<file path="config.mk">
export PLATFORM = sky130hd
export DESIGN_NAME = stop_wait_arq_receiver_top
export DESIGN_NICKNAME = d
export VERILOG_FILES = /design/src/hw/rtl/swarq_pkg.sv /design/src/hw/rtl/swarq_front.sv /design/src/hw/rtl/swarq_queue.sv /design/src/hw/rtl/swarq_back.sv /design/src/hw/rtl/stop_wait_arq_receiver_top.sv
export VERILOG_INCLUDE_DIRS = /design/src /design/src/hw/rtl
export SDC_FILE = /design/constraint.sdc
export NUM_CORES = 1
export LEC_CHECK = 0
export BUFFER_PORTS_ARGS = -buffer_cell sky130_fd_sc_hd__buf_4
export CELL_PAD_IN_SITES_DETAIL_PLACEMENT = 0
export CELL_PAD_IN_SITES_GLOBAL_PLACEMENT = 1
export CORE_MARGIN = 2
export CORE_UTILIZATION = 45
export CTS_BUF_LIST = sky130_fd_sc_hd__clkbuf_4
export DETAILED_ROUTE_END_ITERATION = 7
export GPL_ROUTABILITY_DRIVEN = 0
export PLACE_DENSITY_LB_ADDON = 0.1
export SYNTH_ARGS = -nofsm -noshare
export SYNTH_HDL_FRONTEND = slang
export SYNTH_SLANG_ARGS = --single-unit
</file>
<file path="constraint.sdc">
create_clock -name clk -period 14.81 [get_ports clk]
set_input_delay 0.7405 -clock clk [delete_from_list [all_inputs] [get_ports clk]]
set_output_delay 0.7405 -clock clk [all_outputs]
set_load 0.01 [all_outputs]
</file>
<file path="src/hw/rtl/stop_wait_arq_receiver_top_assert.svh">
// Assertion macros used by the stop-and-wait ARQ receiver RTL.
`ifndef STOP_WAIT_ARQ_RECEIVER_TOP_ASSERT_SVH
`define STOP_WAIT_ARQ_RECEIVER_TOP_ASSERT_SVH

// Same-cycle implication, disabled while in reset.
`define SWARQ_ASSERT_NOW(label, clk, rst_n, ante, cons) \
    label: assert property (@(posedge clk) disable iff (!rst_n) (ante) |-> (cons)) \
        else $error("swarq assertion failed");

// Next-cycle implication, disabled while in reset.
`define SWARQ_ASSERT_NEXT(label, clk, rst_n, ante, cons) \
    label: assert property (@(posedge clk) disable iff (!rst_n) (ante) |=> (cons)) \
        else $error("swarq assertion failed");

`endif

</file>
<file path="src/hw/rtl/swarq_pkg.sv">
// Types, constants and helper functions of the stop-and-wait ARQ receiver.
`default_nettype none

package swarq_pkg;

    // Packet type codes
    localparam logic [7:0] TYPE_ACK     = 8'h02;
    localparam logic [7:0] TYPE_PSH     = 8'h08;
    localparam logic [7:0] TYPE_PSH_OVE = 8'h18;

    // Header layout and word counter limits
    localparam int          HEADER_WORDS = 3;
    localparam logic [12:0] IDX_LENGTH   = 13'd0;
    localparam logic [12:0] IDX_TYPESEQ  = 13'd2;
    localparam logic [12:0] INDEX_CAP    = 13'h1FFF;

    // ACK frame length field: 1024-byte frame minus 6 header bytes
    localparam logic [15:0] ACK_LENGTH = 16'd1018;

    // Depth of the queue between front and back
    localparam int QUEUE_DEPTH = 2;

    typedef enum logic [1:0] {
        VERDICT_DATA   = 2'd0,
        VERDICT_FINAL  = 2'd1,
        VERDICT_DUP    = 2'd2,
        VERDICT_REJECT = 2'd3
    } verdict_t;

    typedef struct packed {
        logic [15:0] word;
        logic        last;
    } in_item_t;

    typedef struct packed {
        verdict_t    verdict;
        logic        send_ack;
        logic [7:0]  ack_seq;
        logic [15:0] ack_checksum;
    } out_item_t;

    // Packet summary handed from front to back
    typedef struct packed {
        logic       ok;
        logic       is_final;
        logic [7:0] seq;
    } pkt_rec_t;

    // One's-complement add with end-around carry
    function automatic logic [15:0] fold_add(input logic [15:0] a, input logic [15:0] b);
        logic [16:0] s;
        s = {1'b0, a} + {1'b0, b};
        if (s[16])
            return s[15:0] + 16'd1;
        return s[15:0];
    endfunction

    // Checksum of the ACK header with zero padding
    function automatic logic [15:0] ack_checksum(input logic [7:0] seq);
        logic [15:0] s;
        s = fold_add(ACK_LENGTH, {seq, TYPE_ACK});
        return ~s;
    endfunction

endpackage

`default_nettype wire

</file>
<file path="src/hw/rtl/swarq_front.sv">
// Front end: tracks packet words, checksum and header, and classifies each packet.
`default_nettype none

module swarq_front #(
    parameter int MAX_PAYLOAD = 8192
) (
    input  wire logic               clk,
    input  wire logic               rst_n,
    input  wire logic               in_valid,
    output logic                    in_ready,
    input  wire swarq_pkg::in_item_t in_data,
    input  wire logic               q_full,
    output logic                    q_push,
    output swarq_pkg::pkt_rec_t     q_wdata
);
    import swarq_pkg::*;

    localparam logic [16:0] MAX_LEN = 17'(MAX_PAYLOAD);

    logic [12:0] idx_reg, idx_next;
    logic [15:0] len_reg, len_next;
    logic [7:0]  type_reg, type_next;
    logic [7:0]  seq_reg, seq_next;
    logic [15:0] sum_reg, sum_next;

    logic        accept;
    logic [15:0] len_cur;
    logic [7:0]  type_cur;
    logic [7:0]  seq_cur;
    logic [16:0] half_len;
    logic [16:0] needed;
    logic [16:0] idx_ext;
    logic        in_range;
    logic        mask_odd;
    logic [15:0] sum_word;
    logic [15:0] sum_cur;
    logic        complete;
    logic        fits;
    logic        type_ok;

    assign in_ready = !q_full;
    assign accept   = in_valid && in_ready;

    // Bypass header fields that arrive in this word
    assign len_cur  = (idx_reg == IDX_LENGTH)  ? in_data.word : len_reg;
    assign type_cur = (idx_reg == IDX_TYPESEQ) ? in_data.word[7:0] : type_reg;
    assign seq_cur  = (idx_reg == IDX_TYPESEQ) ? in_data.word[15:8] : seq_reg;

    // Words the packet needs: header plus rounded-up payload words
    assign half_len = ({1'b0, len_cur} + 17'd1) >> 1;
    assign needed   = 17'(HEADER_WORDS) + half_len;
    assign idx_ext  = {4'd0, idx_reg};

    // Sum the word if it lies inside the stated length; zero the pad byte
    assign in_range = (idx_ext < needed) && (idx_reg != INDEX_CAP);
    assign mask_odd = (idx_ext >= 17'(HEADER_WORDS)) && (idx_ext == needed - 17'd1)
                      && len_cur[0];
    assign sum_word = mask_odd ? {8'h00, in_data.word[7:0]} : in_data.word;
    assign sum_cur  = in_range ? fold_add(sum_reg, sum_word) : sum_reg;

    // Classify on the final word
    assign complete = (idx_ext + 17'd1 >= needed) && (needed <= {4'd0, INDEX_CAP});
    assign fits     = {1'b0, len_cur} <= MAX_LEN;
    assign type_ok  = (type_cur == TYPE_PSH) || (type_cur == TYPE_PSH_OVE);

    assign q_push           = accept && in_data.last;
    assign q_wdata.ok       = complete && fits && (sum_cur == 16'hFFFF) && type_ok;
    assign q_wdata.is_final = (type_cur == TYPE_PSH_OVE);
    assign q_wdata.seq      = seq_cur;

    // Advance packet state, clear it after the final word
    always_comb
    begin
        idx_next  = idx_reg;
        len_next  = len_reg;
        type_next = type_reg;
        seq_next  = seq_reg;
        sum_next  = sum_reg;
        if (accept)
        begin
            if (in_data.last)
            begin
                idx_next  = '0;
                len_next  = '0;
                type_next = '0;
                seq_next  = '0;
                sum_next  = '0;
            end
            else
            begin
                idx_next  = (idx_reg == INDEX_CAP) ? idx_reg : idx_reg + 13'd1;
                len_next  = len_cur;
                type_next = type_cur;
                seq_next  = seq_cur;
                sum_next  = sum_cur;
            end
        end
    end

    // Hold packet state
    always_ff @(posedge clk or negedge rst_n)
    begin
        if (!rst_n)
        begin
            idx_reg  <= '0;
            len_reg  <= '0;
            type_reg <= '0;
            seq_reg  <= '0;
            sum_reg  <= '0;
        end
        else
        begin
            idx_reg  <= idx_next;
            len_reg  <= len_next;
            type_reg <= type_next;
            seq_reg  <= seq_next;
            sum_reg  <= sum_next;
        end
    end

endmodule

`default_nettype wire

</file>
<file path="src/hw/rtl/swarq_queue.sv">
// Short queue of packet summaries between front and back.
`default_nettype none

`include "stop_wait_arq_receiver_top_assert.svh"

module swarq_queue (
    input  wire logic                clk,
    input  wire logic                rst_n,
    input  wire logic                push,
    input  wire swarq_pkg::pkt_rec_t wdata,
    input  wire logic                pop,
    output logic                     full,
    output logic                     not_empty,
    output swarq_pkg::pkt_rec_t      rdata
);
    import swarq_pkg::*;

    localparam int PTR_W = (QUEUE_DEPTH > 1) ? $clog2(QUEUE_DEPTH) : 1;
    localparam int CNT_W = $clog2(QUEUE_DEPTH + 1);
    localparam logic [PTR_W-1:0] LAST_PTR = PTR_W'(QUEUE_DEPTH - 1);
    localparam logic [CNT_W-1:0] DEPTH_CNT = CNT_W'(QUEUE_DEPTH);

    pkt_rec_t         entry_reg [QUEUE_DEPTH];
    logic [PTR_W-1:0] wr_ptr_reg, wr_ptr_next;
    logic [PTR_W-1:0] rd_ptr_reg, rd_ptr_next;
    logic [CNT_W-1:0] cnt_reg, cnt_next;

    assign full      = (cnt_reg == DEPTH_CNT);
    assign not_empty = (cnt_reg != '0);
    assign rdata     = entry_reg[rd_ptr_reg];

    // Advance pointers and count
    always_comb
    begin
        wr_ptr_next = wr_ptr_reg;
        rd_ptr_next = rd_ptr_reg;
        cnt_next    = cnt_reg;
        if (push)
            wr_ptr_next = (wr_ptr_reg == LAST_PTR) ? '0 : wr_ptr_reg + PTR_W'(1);
        if (pop)
            rd_ptr_next = (rd_ptr_reg == LAST_PTR) ? '0 : rd_ptr_reg + PTR_W'(1);
        if (push && !pop)
            cnt_next = cnt_reg + CNT_W'(1);
        else if (pop && !push)
            cnt_next = cnt_reg - CNT_W'(1);
    end

    always_ff @(posedge clk or negedge rst_n)
    begin
        if (!rst_n)
        begin
            wr_ptr_reg <= '0;
            rd_ptr_reg <= '0;
            cnt_reg    <= '0;
        end
        else
        begin
            wr_ptr_reg <= wr_ptr_next;
            rd_ptr_reg <= rd_ptr_next;
            cnt_reg    <= cnt_next;
        end
    end

    // Store pushed entries
    always_ff @(posedge clk)
    begin
        if (push)
            entry_reg[wr_ptr_reg] <= wdata;
    end

    // Overflow, underflow and not-empty after a push
    `SWARQ_ASSERT_NOW(a_no_overflow, clk, rst_n, push, !full)
    `SWARQ_ASSERT_NOW(a_no_underflow, clk, rst_n, pop, not_empty)
    `SWARQ_ASSERT_NEXT(a_push_not_empty, clk, rst_n, push, not_empty)

endmodule

`default_nettype wire

</file>
<file path="src/hw/rtl/swarq_back.sv">
// Back end: checks sequence against the last ACK and registers the verdict.
`default_nettype none

module swarq_back (
    input  wire logic                clk,
    input  wire logic                rst_n,
    input  wire logic                cfg_we,
    input  wire logic [7:0]          cfg_wdata,
    input  wire logic                q_not_empty,
    input  wire swarq_pkg::pkt_rec_t q_rdata,
    output logic                     q_pop,
    output logic                     out_valid,
    input  wire logic                out_ready,
    output swarq_pkg::out_item_t     out_data
);
    import swarq_pkg::*;

    logic [7:0] last_ack_reg, last_ack_next;
    logic       out_valid_reg, out_valid_next;
    out_item_t  out_data_reg;
    out_item_t  result;
    logic [7:0] seq_plus;
    logic       take;

    assign take      = q_not_empty && (!out_valid_reg || out_ready);
    assign q_pop     = take;
    assign out_valid = out_valid_reg;
    assign out_data  = out_data_reg;
    assign seq_plus  = last_ack_reg + 8'd1;

    // Decide accept, duplicate or reject
    always_comb
    begin
        last_ack_next       = last_ack_reg;
        result.verdict      = VERDICT_REJECT;
        result.send_ack     = 1'b1;
        result.ack_seq      = last_ack_reg;
        result.ack_checksum = ack_checksum(last_ack_reg);
        if (q_rdata.ok && (q_rdata.seq == seq_plus))
        begin
            last_ack_next       = seq_plus;
            result.verdict      = q_rdata.is_final ? VERDICT_FINAL : VERDICT_DATA;
            result.ack_seq      = seq_plus;
            result.ack_checksum = ack_checksum(seq_plus);
        end
        else if (q_rdata.ok && (q_rdata.seq == last_ack_reg))
        begin
            result.verdict      = VERDICT_DUP;
            result.send_ack     = 1'b0;
            result.ack_seq      = '0;
            result.ack_checksum = '0;
        end
    end

    // Hold output valid until the transaction completes
    always_comb
    begin
        out_valid_next = out_valid_reg;
        if (take)
            out_valid_next = 1'b1;
        else if (out_ready)
            out_valid_next = 1'b0;
    end

    always_ff @(posedge clk or negedge rst_n)
    begin
        if (!rst_n)
        begin
            last_ack_reg  <= '0;
            out_valid_reg <= 1'b0;
        end
        else
        begin
            if (cfg_we)
                last_ack_reg <= cfg_wdata;
            else if (take)
                last_ack_reg <= last_ack_next;
            out_valid_reg <= out_valid_next;
        end
    end

    // Load the result register
    always_ff @(posedge clk)
    begin
        if (take)
            out_data_reg <= result;
    end

endmodule

`default_nettype wire

</file>
<file path="src/hw/rtl/stop_wait_arq_receiver_top.sv">
// Top level of the stop-and-wait ARQ receiver: front, queue and back.
// Throughput: one packet word per cycle; in_ready drops only while the queue is full.
// After the final word's transaction, a verdict is registered first in the queue entry and
// then in the result register, where it is valid once the output is free.
// Reset clears packet state, empties the queue and loads last_ack with zero.
// No clearing pass: in_ready is high as soon as reset is released.
`default_nettype none

module stop_wait_arq_receiver_top #(
    parameter int MAX_PAYLOAD = 8192
) (
    input  wire logic                 clk,
    input  wire logic                 rst_n,
    input  wire logic                 in_valid,
    output logic                      in_ready,
    input  wire swarq_pkg::in_item_t  in_data,
    output logic                      out_valid,
    input  wire logic                 out_ready,
    output swarq_pkg::out_item_t      out_data,
    input  wire logic                 cfg_we,
    input  wire logic [7:0]           cfg_wdata
);
    import swarq_pkg::*;

    logic     q_push;
    logic     q_pop;
    logic     q_full;
    logic     q_not_empty;
    pkt_rec_t q_wdata;
    pkt_rec_t q_rdata;

    // Accept and classify words
    swarq_front #(
        .MAX_PAYLOAD(MAX_PAYLOAD)
    ) u_front (
        .clk      (clk),
        .rst_n    (rst_n),
        .in_valid (in_valid),
        .in_ready (in_ready),
        .in_data  (in_data),
        .q_full   (q_full),
        .q_push   (q_push),
        .q_wdata  (q_wdata)
    );

    // Decouple front and back
    swarq_queue u_queue (
        .clk       (clk),
        .rst_n     (rst_n),
        .push      (q_push),
        .wdata     (q_wdata),
        .pop       (q_pop),
        .full      (q_full),
        .not_empty (q_not_empty),
        .rdata     (q_rdata)
    );

    // Sequence check and result
    swarq_back u_back (
        .clk         (clk),
        .rst_n       (rst_n),
        .cfg_we      (cfg_we),
        .cfg_wdata   (cfg_wdata),
        .q_not_empty (q_not_empty),
        .q_rdata     (q_rdata),
        .q_pop       (q_pop),
        .out_valid   (out_valid),
        .out_ready   (out_ready),
        .out_data    (out_data)
    );

endmodule

`default_nettype wire

</file>
After elaboration in Yosys (flattened, before gate mapping)
Memory sizes are Yosys's and may differ from the RTL's.
Index checks and enable logic that the tools add are counted.
{"block": "word_totals", "register_bits": 101, "ramBits": 20, "output_inout_bits": 29, "word_cells": 114, "n_memories": 1}
{"block": "op_classes", "add_sub_neg": 16, "magnitude_cmp": 5, "eq_ne": 11, "muxes": 37, "n_bitwise": 2, "reduce_logical": 28}
{"name": "u_queue.entry_reg", "depth": 2, "width": 10, "rd": 1, "rd_ports_with_merged_regs": 0, "write_ports": 1, "line": "swarq_queue.sv:23", "rtl": "pkt_rec_t entry_reg [QUEUE_DEPTH];"}
{"op": "$mux W16", "n": 12}
{"op": "$mux W8", "n": 7}
{"op": "$add A16 B1 Y16 const B", "n": 3}
{"op": "$add A10 B16 Y17 const A", "n": 2}
{"op": "$not A16 Y16", "n": 2}
{"op": "$mux W13", "n": 2}
{"op": "$mux W26", "n": 1}
{"op": "$mux W24", "n": 1}
{"op": "$add A16 B1 Y17 const B", "n": 1}
{"op": "$add A16 B16 Y17", "n": 1}
{"op": "$add A2 B16 Y17 const A", "n": 1}
{"op": "$eq A13 B17 Y1", "n": 1}
{"op": "$ge A17 B17 Y1", "n": 1}
{"op": "$le A17 B13 Y1 const B", "n": 1}
{"op": "$lt A13 B17 Y1", "n": 1}
{"op": "$sub A17 B1 Y17 const B", "n": 1}
{"op": "$eq A16 B16 Y1 const B", "n": 1}
{"op": "$eq A8 B8 Y1", "n": 2}
{"op": "$le A16 B14 Y1 const B", "n": 1}
{"op": "$add A13 B1 Y14 const B", "n": 1}
{"op": "$logic_and A1 B1 Y1", "n": 14}
{"op": "$add A13 B1 Y13 const B", "n": 1}
{"op": "$eq A13 B13 Y1 const B", "n": 1}
{"op": "$eq A13 B2 Y1 const B", "n": 1}
{"op": "17 further kinds", "n": 39}

Depth between registers and ports, before layout
Gate-level depths: netlist of run 1.
{"block": "depth", "ltp_word": 17, "depth_mapped": 35}

Cells and area by module
From an unflattened synthesis of run 1, not the netlist that was laid out.
{"block": "unflattened", "cells_unflattened": 1139, "area_unflattened_um2": 10179.8}
{"mod": "swarq_front", "n_inst": 1, "cells_per_inst": 860, "area_each_um2": 7181.9}
{"mod": "swarq_back", "n_inst": 1, "cells_per_inst": 232, "area_each_um2": 2048.2}
{"mod": "swarq_queue", "n_inst": 1, "cells_per_inst": 47, "area_each_um2": 949.7}

Least setup slack after synthesis of run 1
Ideal clock, no wire load.
{"block": "synth_timing", "path_kind": "reg-to-reg", "from": "register u_front.idx_reg[7]", "to": "memory u_queue.entry_reg[0][9] in the netlist's numbering (data pin)", "arrival_time_ps": 7508, "required_ps": 14674, "setup_slack_ps": 7166, "stages_incl_launch_ff": 33, "synth_period_minus_slack_ps": 7644, "cell_sequence": "dfrtp_1 -> buf_2 -> nor4_4 -> nand4_4 -> buf_6 -> buf_6 -> buf_1 -> nand2_1 -> nand2_1 -> ha_1 -> clkbuf_1 -> xnor2_1 -> inv_1 -> ha_1 -> o31ai_1 -> nor4b_4 -> or2b_1 -> xor2_1 -> and2_1 -> nand4bb_1 -> a311oi_2 -> a31oi_1 -> ha_1 -> and3_1 -> and3_1 -> a32oi_1 -> a31oi_1 -> nand3_1 -> nor4_1 -> xnor2_1 -> or4_1 -> nor4_1 -> a31o_1"}
{"item": "start, declared", "line": "swarq_front.sv:20", "rtl": "logic [12:0] idx_reg, idx_next;"}
{"item": "start signal, assigned", "line": "swarq_front.sv:113", "rtl": "idx_reg <= idx_next;"}
{"item": "end, declared", "line": "swarq_queue.sv:23"}

==> results of run 1 <==
logic make-up (layout without fill, tap and decap cells):
family,Yosys count,count (layout)
simple gates,410,410
xor+xnor,113,113
buf+inv,128,138
fa+ha+maj,56,56
compound gates,293,293
flops,113,113
mux,27,27
other cells,1,7
cell usage in the layout, fill, tap and decap left out, drive strengths merged, types with 5 or more instances in the layout:
cell type / synthesis / layout
nand2: 137 / 137
o21ai: 86 / 86
dfrtp: 74 / 74
xnor2: 71 / 71
buf: 37 / 56
ha: 55 / 55
nor2: 55 / 55
inv: 48 / 52
nand3: 49 / 49
a21oi: 39 / 39
edfxtp: 39 / 39
xor2: 39 / 39
nand4: 30 / 30
a31oi: 25 / 25
mux2i: 24 / 24
and3: 23 / 23
nor3: 22 / 22
a22oi: 19 / 19
o311ai: 19 / 19
clkbuf: 41 / 17
nor4: 14 / 14
a21o: 12 / 12
and2: 12 / 12
and4: 11 / 11
a22o: 10 / 10
nor2b: 9 / 9
a211oi: 8 / 8
or4: 8 / 8
clkinv: 2 / 8
a211o: 7 / 7
o211ai: 7 / 7
or3: 7 / 7
nand2b: 7 / 7
o21a: 7 / 7
a32o: 7 / 7
a21boi: 6 / 6
o31ai: 6 / 6
conb: 1 / 6
nand3b: 5 / 5
nor3b: 5 / 5
per-layer routing:
metal	track usage [%]	wire length (um)	share of wire, %	up-vias
met5	0	0	0	-
met4	7.032	657	2.2	0
met3	4.437	1756	6.0	41
met2	39.12	12960	44	275
met1	37.65	14140	48	4198
li1	-	-	-	4219
stage by stage:
step                cells  hold slack [ns]  power (mW)  setup WS, ns  util (%)
global placement     1404           0.4791       1.766         5.960     47.43
CTS                  1436           0.3771       2.001         5.789     48.64
detailed placement   1404           0.4920       1.768         5.868     47.43
global route         1437           0.3936       2.188         4.924     48.66
floorplan            1146           0.4449       1.471         7.166         -
finish               1437           0.3673       2.002         5.724     48.66
final timing paths:
check / startpoint / endpoint / cells after the start
setup / recovery: u_front.idx_reg[10] / u_queue.entry_reg[1][9] / 27
hold / removal: rst_n / u_front.len_reg[12] / 1
hold reg to reg: u_queue.cnt_reg[1] / u_queue.cnt_reg[1] / 1
setup reg to reg: u_front.idx_reg[10] / u_queue.entry_reg[1][9] / 27
max in group asynchronous: rst_n / u_front.seq_reg[7] / 1
min in group clk: cfg_wdata[7] / u_back.last_ack_reg[7] / 3
final cells by class:
cell class	count	area, um^2	area share (%)
well taps	280	350.3	3.320
inverters	50	187.7	1.779
clock buffers	17	127.6	1.209
repair buffers	56	420.4	3.984
flip-flops and latches	113	3023	28.65
multi-input cells	905	6306	59.76
clock inverters	15	135.1	1.281
diodes	1	2.502	0.02371
power groups by stage:
stage / Sequential [mW] / Clock [mW] / Combinational, mW
global route: 0.560 / 0.247 / 1.38
detailed placement: 0.547 / 0 / 1.22
CTS: 0.540 / 0.233 / 1.23
global placement: 0.546 / 0 / 1.22
floorplan: 0.495 / 0 / 0.976
finish: 0.543 / 0.226 / 1.23
==> flow_metrics.py, run 1 <==
metrics = {
    "sta": {
        "tns_ns": 0,
        "max_freq_mhz": 110.1,
        "setup_viol": 0,
        "rsz0062_at_grt": "false",
        "fin_crit_sh_pct": 61.35,
        "fin_crit_ns": 9.086,
        "hold_viol_final": 0,
        "timing.clock.skew_ns": 0.02139,
        "slew_viol_final": 0,
        "slew_headroom_pct": 30.01,
        "tightest_slew_ns": 1.050,
    },
    "worst_hold_path": {
        "min_path_type": "input pin to asynchronous set/reset pin",
    },
    "yosys": {
        "ys_async_sr_fraction_pct": 65.49,
        "synthTopCellsByArea": "dfrtp_1 19%, edfxtp_1 12%, ha_1 7.0%, xnor2_1 6.2%, nand2_1 5.2%",
        "yosysMostFrequentCell": "nand2_1",
        "yosys_warnings": 0,
        "synth_area_um2": 9883,
        "synth_xor_area_share_pct": 10.60,
        "synthFlopType": "dfrtp_1",
        "yosysUniqueCellTypes": 90,
        "synth-compound-area-share_pct": 20.75,
        "synth_top_area_cell": "dfrtp_1",
        "netlist_instances": 1141,
        "synth-seq-area-share_pct": 30.59,
        "ys_seq_elements": 113,
        "synth_top_family_by_area": "simple AND/OR/NAND/NOR gates",
        "synthSimpleGateAreaFrac_pct": 21.90,
        "yosysTopAreaCellShare_pct": 18.74,
        "synth_edf_count": 39,
        "synth-adder-area-share_pct": 7.165,
        "synth.area.mux_share_pct": 3.064,
        "ys_top_cells_by_count": "136 x nand2_1, 86 x o21ai_0, 74 x dfrtp_1",
        "syn_avg_cell_area_um2": 8.662,
    },
    "placement": {
        "hpwlAfterDp_um": 21390,
        "portBuffers": 52,
        "place_area_um2": 10290,
    },
    "flow_run": {
        "cap_violations": 0,
    },
    "clock_tree": {
        "cts.sinks": 113,
        "ctsHoldBuffers": 0,
        "clk_pin_slew_ns": 0.13,
        "clk_latency_ns": 0.55,
        "post-cts-setup-buffers": 0,
        "cts_root_buf": "clkbuf_4",
        "ctsResizeCount": 0,
        "clockBufferDepth": 2,
        "h-tree-depth": 4,
        "cts_tree": "yes",
        "cts_buffers": 17,
    },
    "global_routing": {
        "antenna_found_initial": 2,
        "globalRouteTotalUtil_pct": 25.67,
        "grt_start_max_net_pins": 75,
        "grt_first_pass_wirelength_um": 47590,
        "grt_overflow": 0,
        "grt_pass1_vias": 8196,
    },
    "routing": {
        "vias": 8733,
        "wl_per_cell_um": 20.53,
        "wl_um": 29510,
        "vias_per_cell": 6.077,
        "drt_iter0_drc": 658,
        "postRouteAntennaNets": 0,
        "drt-pass1-iter-count": 5,
        "drcViolationCount": 0,
    },
    "power": {
        "combinationalPowerShare_pct": 61.6,
        "p_per_area_nw_per_um2": 189.7,
        "switching_share_pct": 49.91,
        "ir_drop_mv": 0.08808,
        "p_switching_mw": 0.9992,
        "clockPowerShare_pct": 11.3,
        "seq_power_share_pct": 27.1,
        "p_leak_nw": 4.277,
        "p_int_mw": 1.003,
    },
    "floorplanning": {
        "die_area_um2": 23160,
        "rows": 54,
        "dieHeight_um": 152.2,
        "initial_core_util_pct": 45.57,
        "io_pins": 59,
        "die_w_um": 152.2,
        "coreArea_um2": 21690,
    },
    "critical_path": {
        "path_delay_family": "simple AND/OR/NAND/NOR gates",
        "cp.arrival_ns": 9.49,
        "crit_slowest_cell": "and4_1",
        "crit_buf_inv": 1,
        "crit_type": "flop to flop",
        "slowest_delay_ns": 0.80,
        "crit_path_max_fanout": 17,
        "cp-start-kind": "flop",
        "cp_common_cell": "ha_1",
        "reg2reg_slack_ns": 5.72,
        "end_kind": "flop",
        "cp.required_ns": 15.22,
    },
    "finish": {
        "final.fill_count": 2128,
        "finalInstanceArea_um2": 10550,
        "syn2layout_area_growth_pct": 6.773,
        "drive_gt1_share_pct": 10.64,
        "largest_reg_flops": 20,
        "final_nets": 1229,
    },
    "outcome": {
        "outcome": "completed",
    },
}
Power figures use the tool's default switching activity.
==> run 2: changes to the inputs <==
==> constraint.sdc (replaced) <==
create_clock -name clk -period 8.9 [get_ports clk]
set_input_delay 0.445 -clock clk [delete_from_list [all_inputs] [get_ports clk]]
set_output_delay 0.445 -clock clk [all_outputs]
set_load 0.01 [all_outputs]
==> flow_metrics.py, run 2 (synthesized netlist as in run 1, its figures left out) <==
metrics = {
    "critical_path": {
        "cp.arrival_ns": 8.70,
        "slowest_delay_ns": 0.55,
        "crit_type": "flop to flop",
        "cp-start-kind": "flop",
        "crit_path_max_fanout": 12,
        "crit_slowest_cell": "or4_1",
        "cp_common_cell": "ha_1",
        "end_kind": "flop",
        "cp.required_ns": 9.30,
        "reg2reg_slack_ns": 0.61,
    },
    "routing": {
        "vias_per_cell": 6.096,
        "wl_per_cell_um": 20.67,
        "drt-pass1-iter-count": 5,
        "postRouteAntennaNets": 0,
        "drcViolationCount": 0,
        "wl_um": 29850,
        "drt_iter0_drc": 566,
        "vias": 8802,
    },
    "clock_tree": {
        "clk_latency_ns": 0.57,
        "cts_root_buf": "clkbuf_4",
        "clk_pin_slew_ns": 0.12,
        "cts.sinks": 113,
        "cts_buffers": 17,
        "h-tree-depth": 4,
        "clockBufferDepth": 2,
        "cts_tree": "yes",
    },
    "power": {
        "ir_drop_mv": 0.1488,
        "p_per_area_nw_per_um2": 324.1,
        "p_leak_nw": 4.376,
    },
    "placement": {
        "hpwlAfterDp_um": 21980,
        "placed_cells": 1406,
        "portBuffers": 52,
    },
    "global_routing": {
        "grt_overflow": 0,
        "grt_start_max_net_pins": 75,
        "antenna_found_initial": 1,
        "grt_first_pass_wirelength_um": 48000,
        "grt_pass1_vias": 8331,
        "globalRouteTotalUtil_pct": 25.91,
    },
    "sta": {
        "slew_headroom_pct": 30.52,
        "slew_viol_final": 0,
        "fin_crit_ns": 8.293,
        "max_freq_mhz": 120.6,
        "hold_viol_final": 0,
        "fin_crit_sh_pct": 93.18,
        "setup_viol": 0,
        "tightest_slew_ns": 1.042,
        "timing.clock.skew_ns": 0.03571,
    },
    "finish": {
        "syn2layout_area_growth_pct": 8.431,
        "final_common_cell": "nand2_1",
        "utilization_pct": 49.41,
        "largest_reg_flops": 20,
        "instances_no_fill": 1444,
        "final_nets": 1235,
        "drive_gt1_share_pct": 11.53,
        "final_cell_mix": "135 x nand2_1, 85 x o21ai_0, 74 x dfrtp_1, 68 x xnor2_1, 62 x buf_4",
    },
    "floorplanning": {
        "coreArea_um2": 21690,
        "die_w_um": 152.2,
        "rows": 54,
        "initial_core_util_pct": 45.57,
        "io_pins": 59,
        "die_area_um2": 23160,
        "dieHeight_um": 152.2,
    },
    "worst_hold_path": {
        "min_path_type": "input pin to asynchronous set/reset pin",
    },
    "outcome": {
        "outcome": "completed",
    },
    "flow_run": {
        "cap_violations": 0,
    },
}
[run 2: layout make-up]
cell class                      count  area (um^2)
Sequential cell                   113         3023
Fill cell                        2100        10970
Multi-Input combinational cell    905         6372
Inverter                           50        187.7
Antenna cell                        2        5.005
Timing Repair Buffer               62        465.4
Tap cell                          280        350.3
Clock buffer                       19        142.6
Clock inverter                     13        170.2
[run 2: worst paths after layout]
| path | to | depth (start not counted) | from |
|---|---|---|---|
| max | u_queue.entry_reg[1][9] | 32 | u_front.idx_reg[0] |
| min in group clk | u_back.last_ack_reg[5] | 3 | cfg_wdata[5] |
| max reg2reg | u_queue.entry_reg[1][9] | 32 | u_front.idx_reg[0] |
| min | u_front.len_reg[10] | 1 | rst_n |
| max in group asynchronous | u_front.seq_reg[6] | 1 | rst_n |
| min reg2reg | u_queue.wr_ptr_reg | 1 | u_queue.wr_ptr_reg |
[run 2: what timing repair did]
action / 4_1_cts / 5_1_grt
endpoints found under the setup margin: 0 / 6
endpoints found under the hold margin: 0 / 0
setup buffers: 0 / 4
gates resized for setup: 0 / 9
hold buffers: 0 / 0
[run 2: report_power, final]
group	internal, mW	leakage, nW	switching, mW
Sequential	0.708	1.32	0.195
Combinational	0.844	2.88	1.28
Clock	0.225	0.169	0.222
Total	1.78	4.38	1.70
[run 2: worst max-delay path, delay by kind of cell (launching register included)]
family | cells | cell delay, ns
AND/OR/NAND/NOR | 11 | 2.90
AO/OA/AOI/OAI | 8 | 1.59
adder cells (fa/ha/maj) | 4 | 1.25
XOR/XNOR | 3 | 0.81
buffers and inverters | 5 | 0.74
flip-flops | 1 | 0.47
multiplexers | 1 | 0.36
[run 2: metal layers]
metal / wire length [um] / global-route usage (%) / vias to the layer above
li1: - / - / 4218
met1: 14390 / 37.97 / 4264
met2: 13070 / 38.82 / 276
met3: 1690 / 4.494 / 44
met4: 699 / 8.500 / 0
met5: 0 / 0 / -
[run 2: metrics by stage]
step	TNS, ns	power (mW)	area, um^2	setup slack [ns]	hold slack, ns
final	0	3.473	10720	0.6072	0.05230
after global placement	0	2.960	10300	0.5385	0.4841
after CTS	0	3.427	10620	0.1857	0.06293
after global routing	-0.01638	3.769	10720	-0.008201	0.08202
after detailed placement	0	2.968	10300	0.2866	0.4846
after floorplan	0	2.447	9902	1.256	0.1494
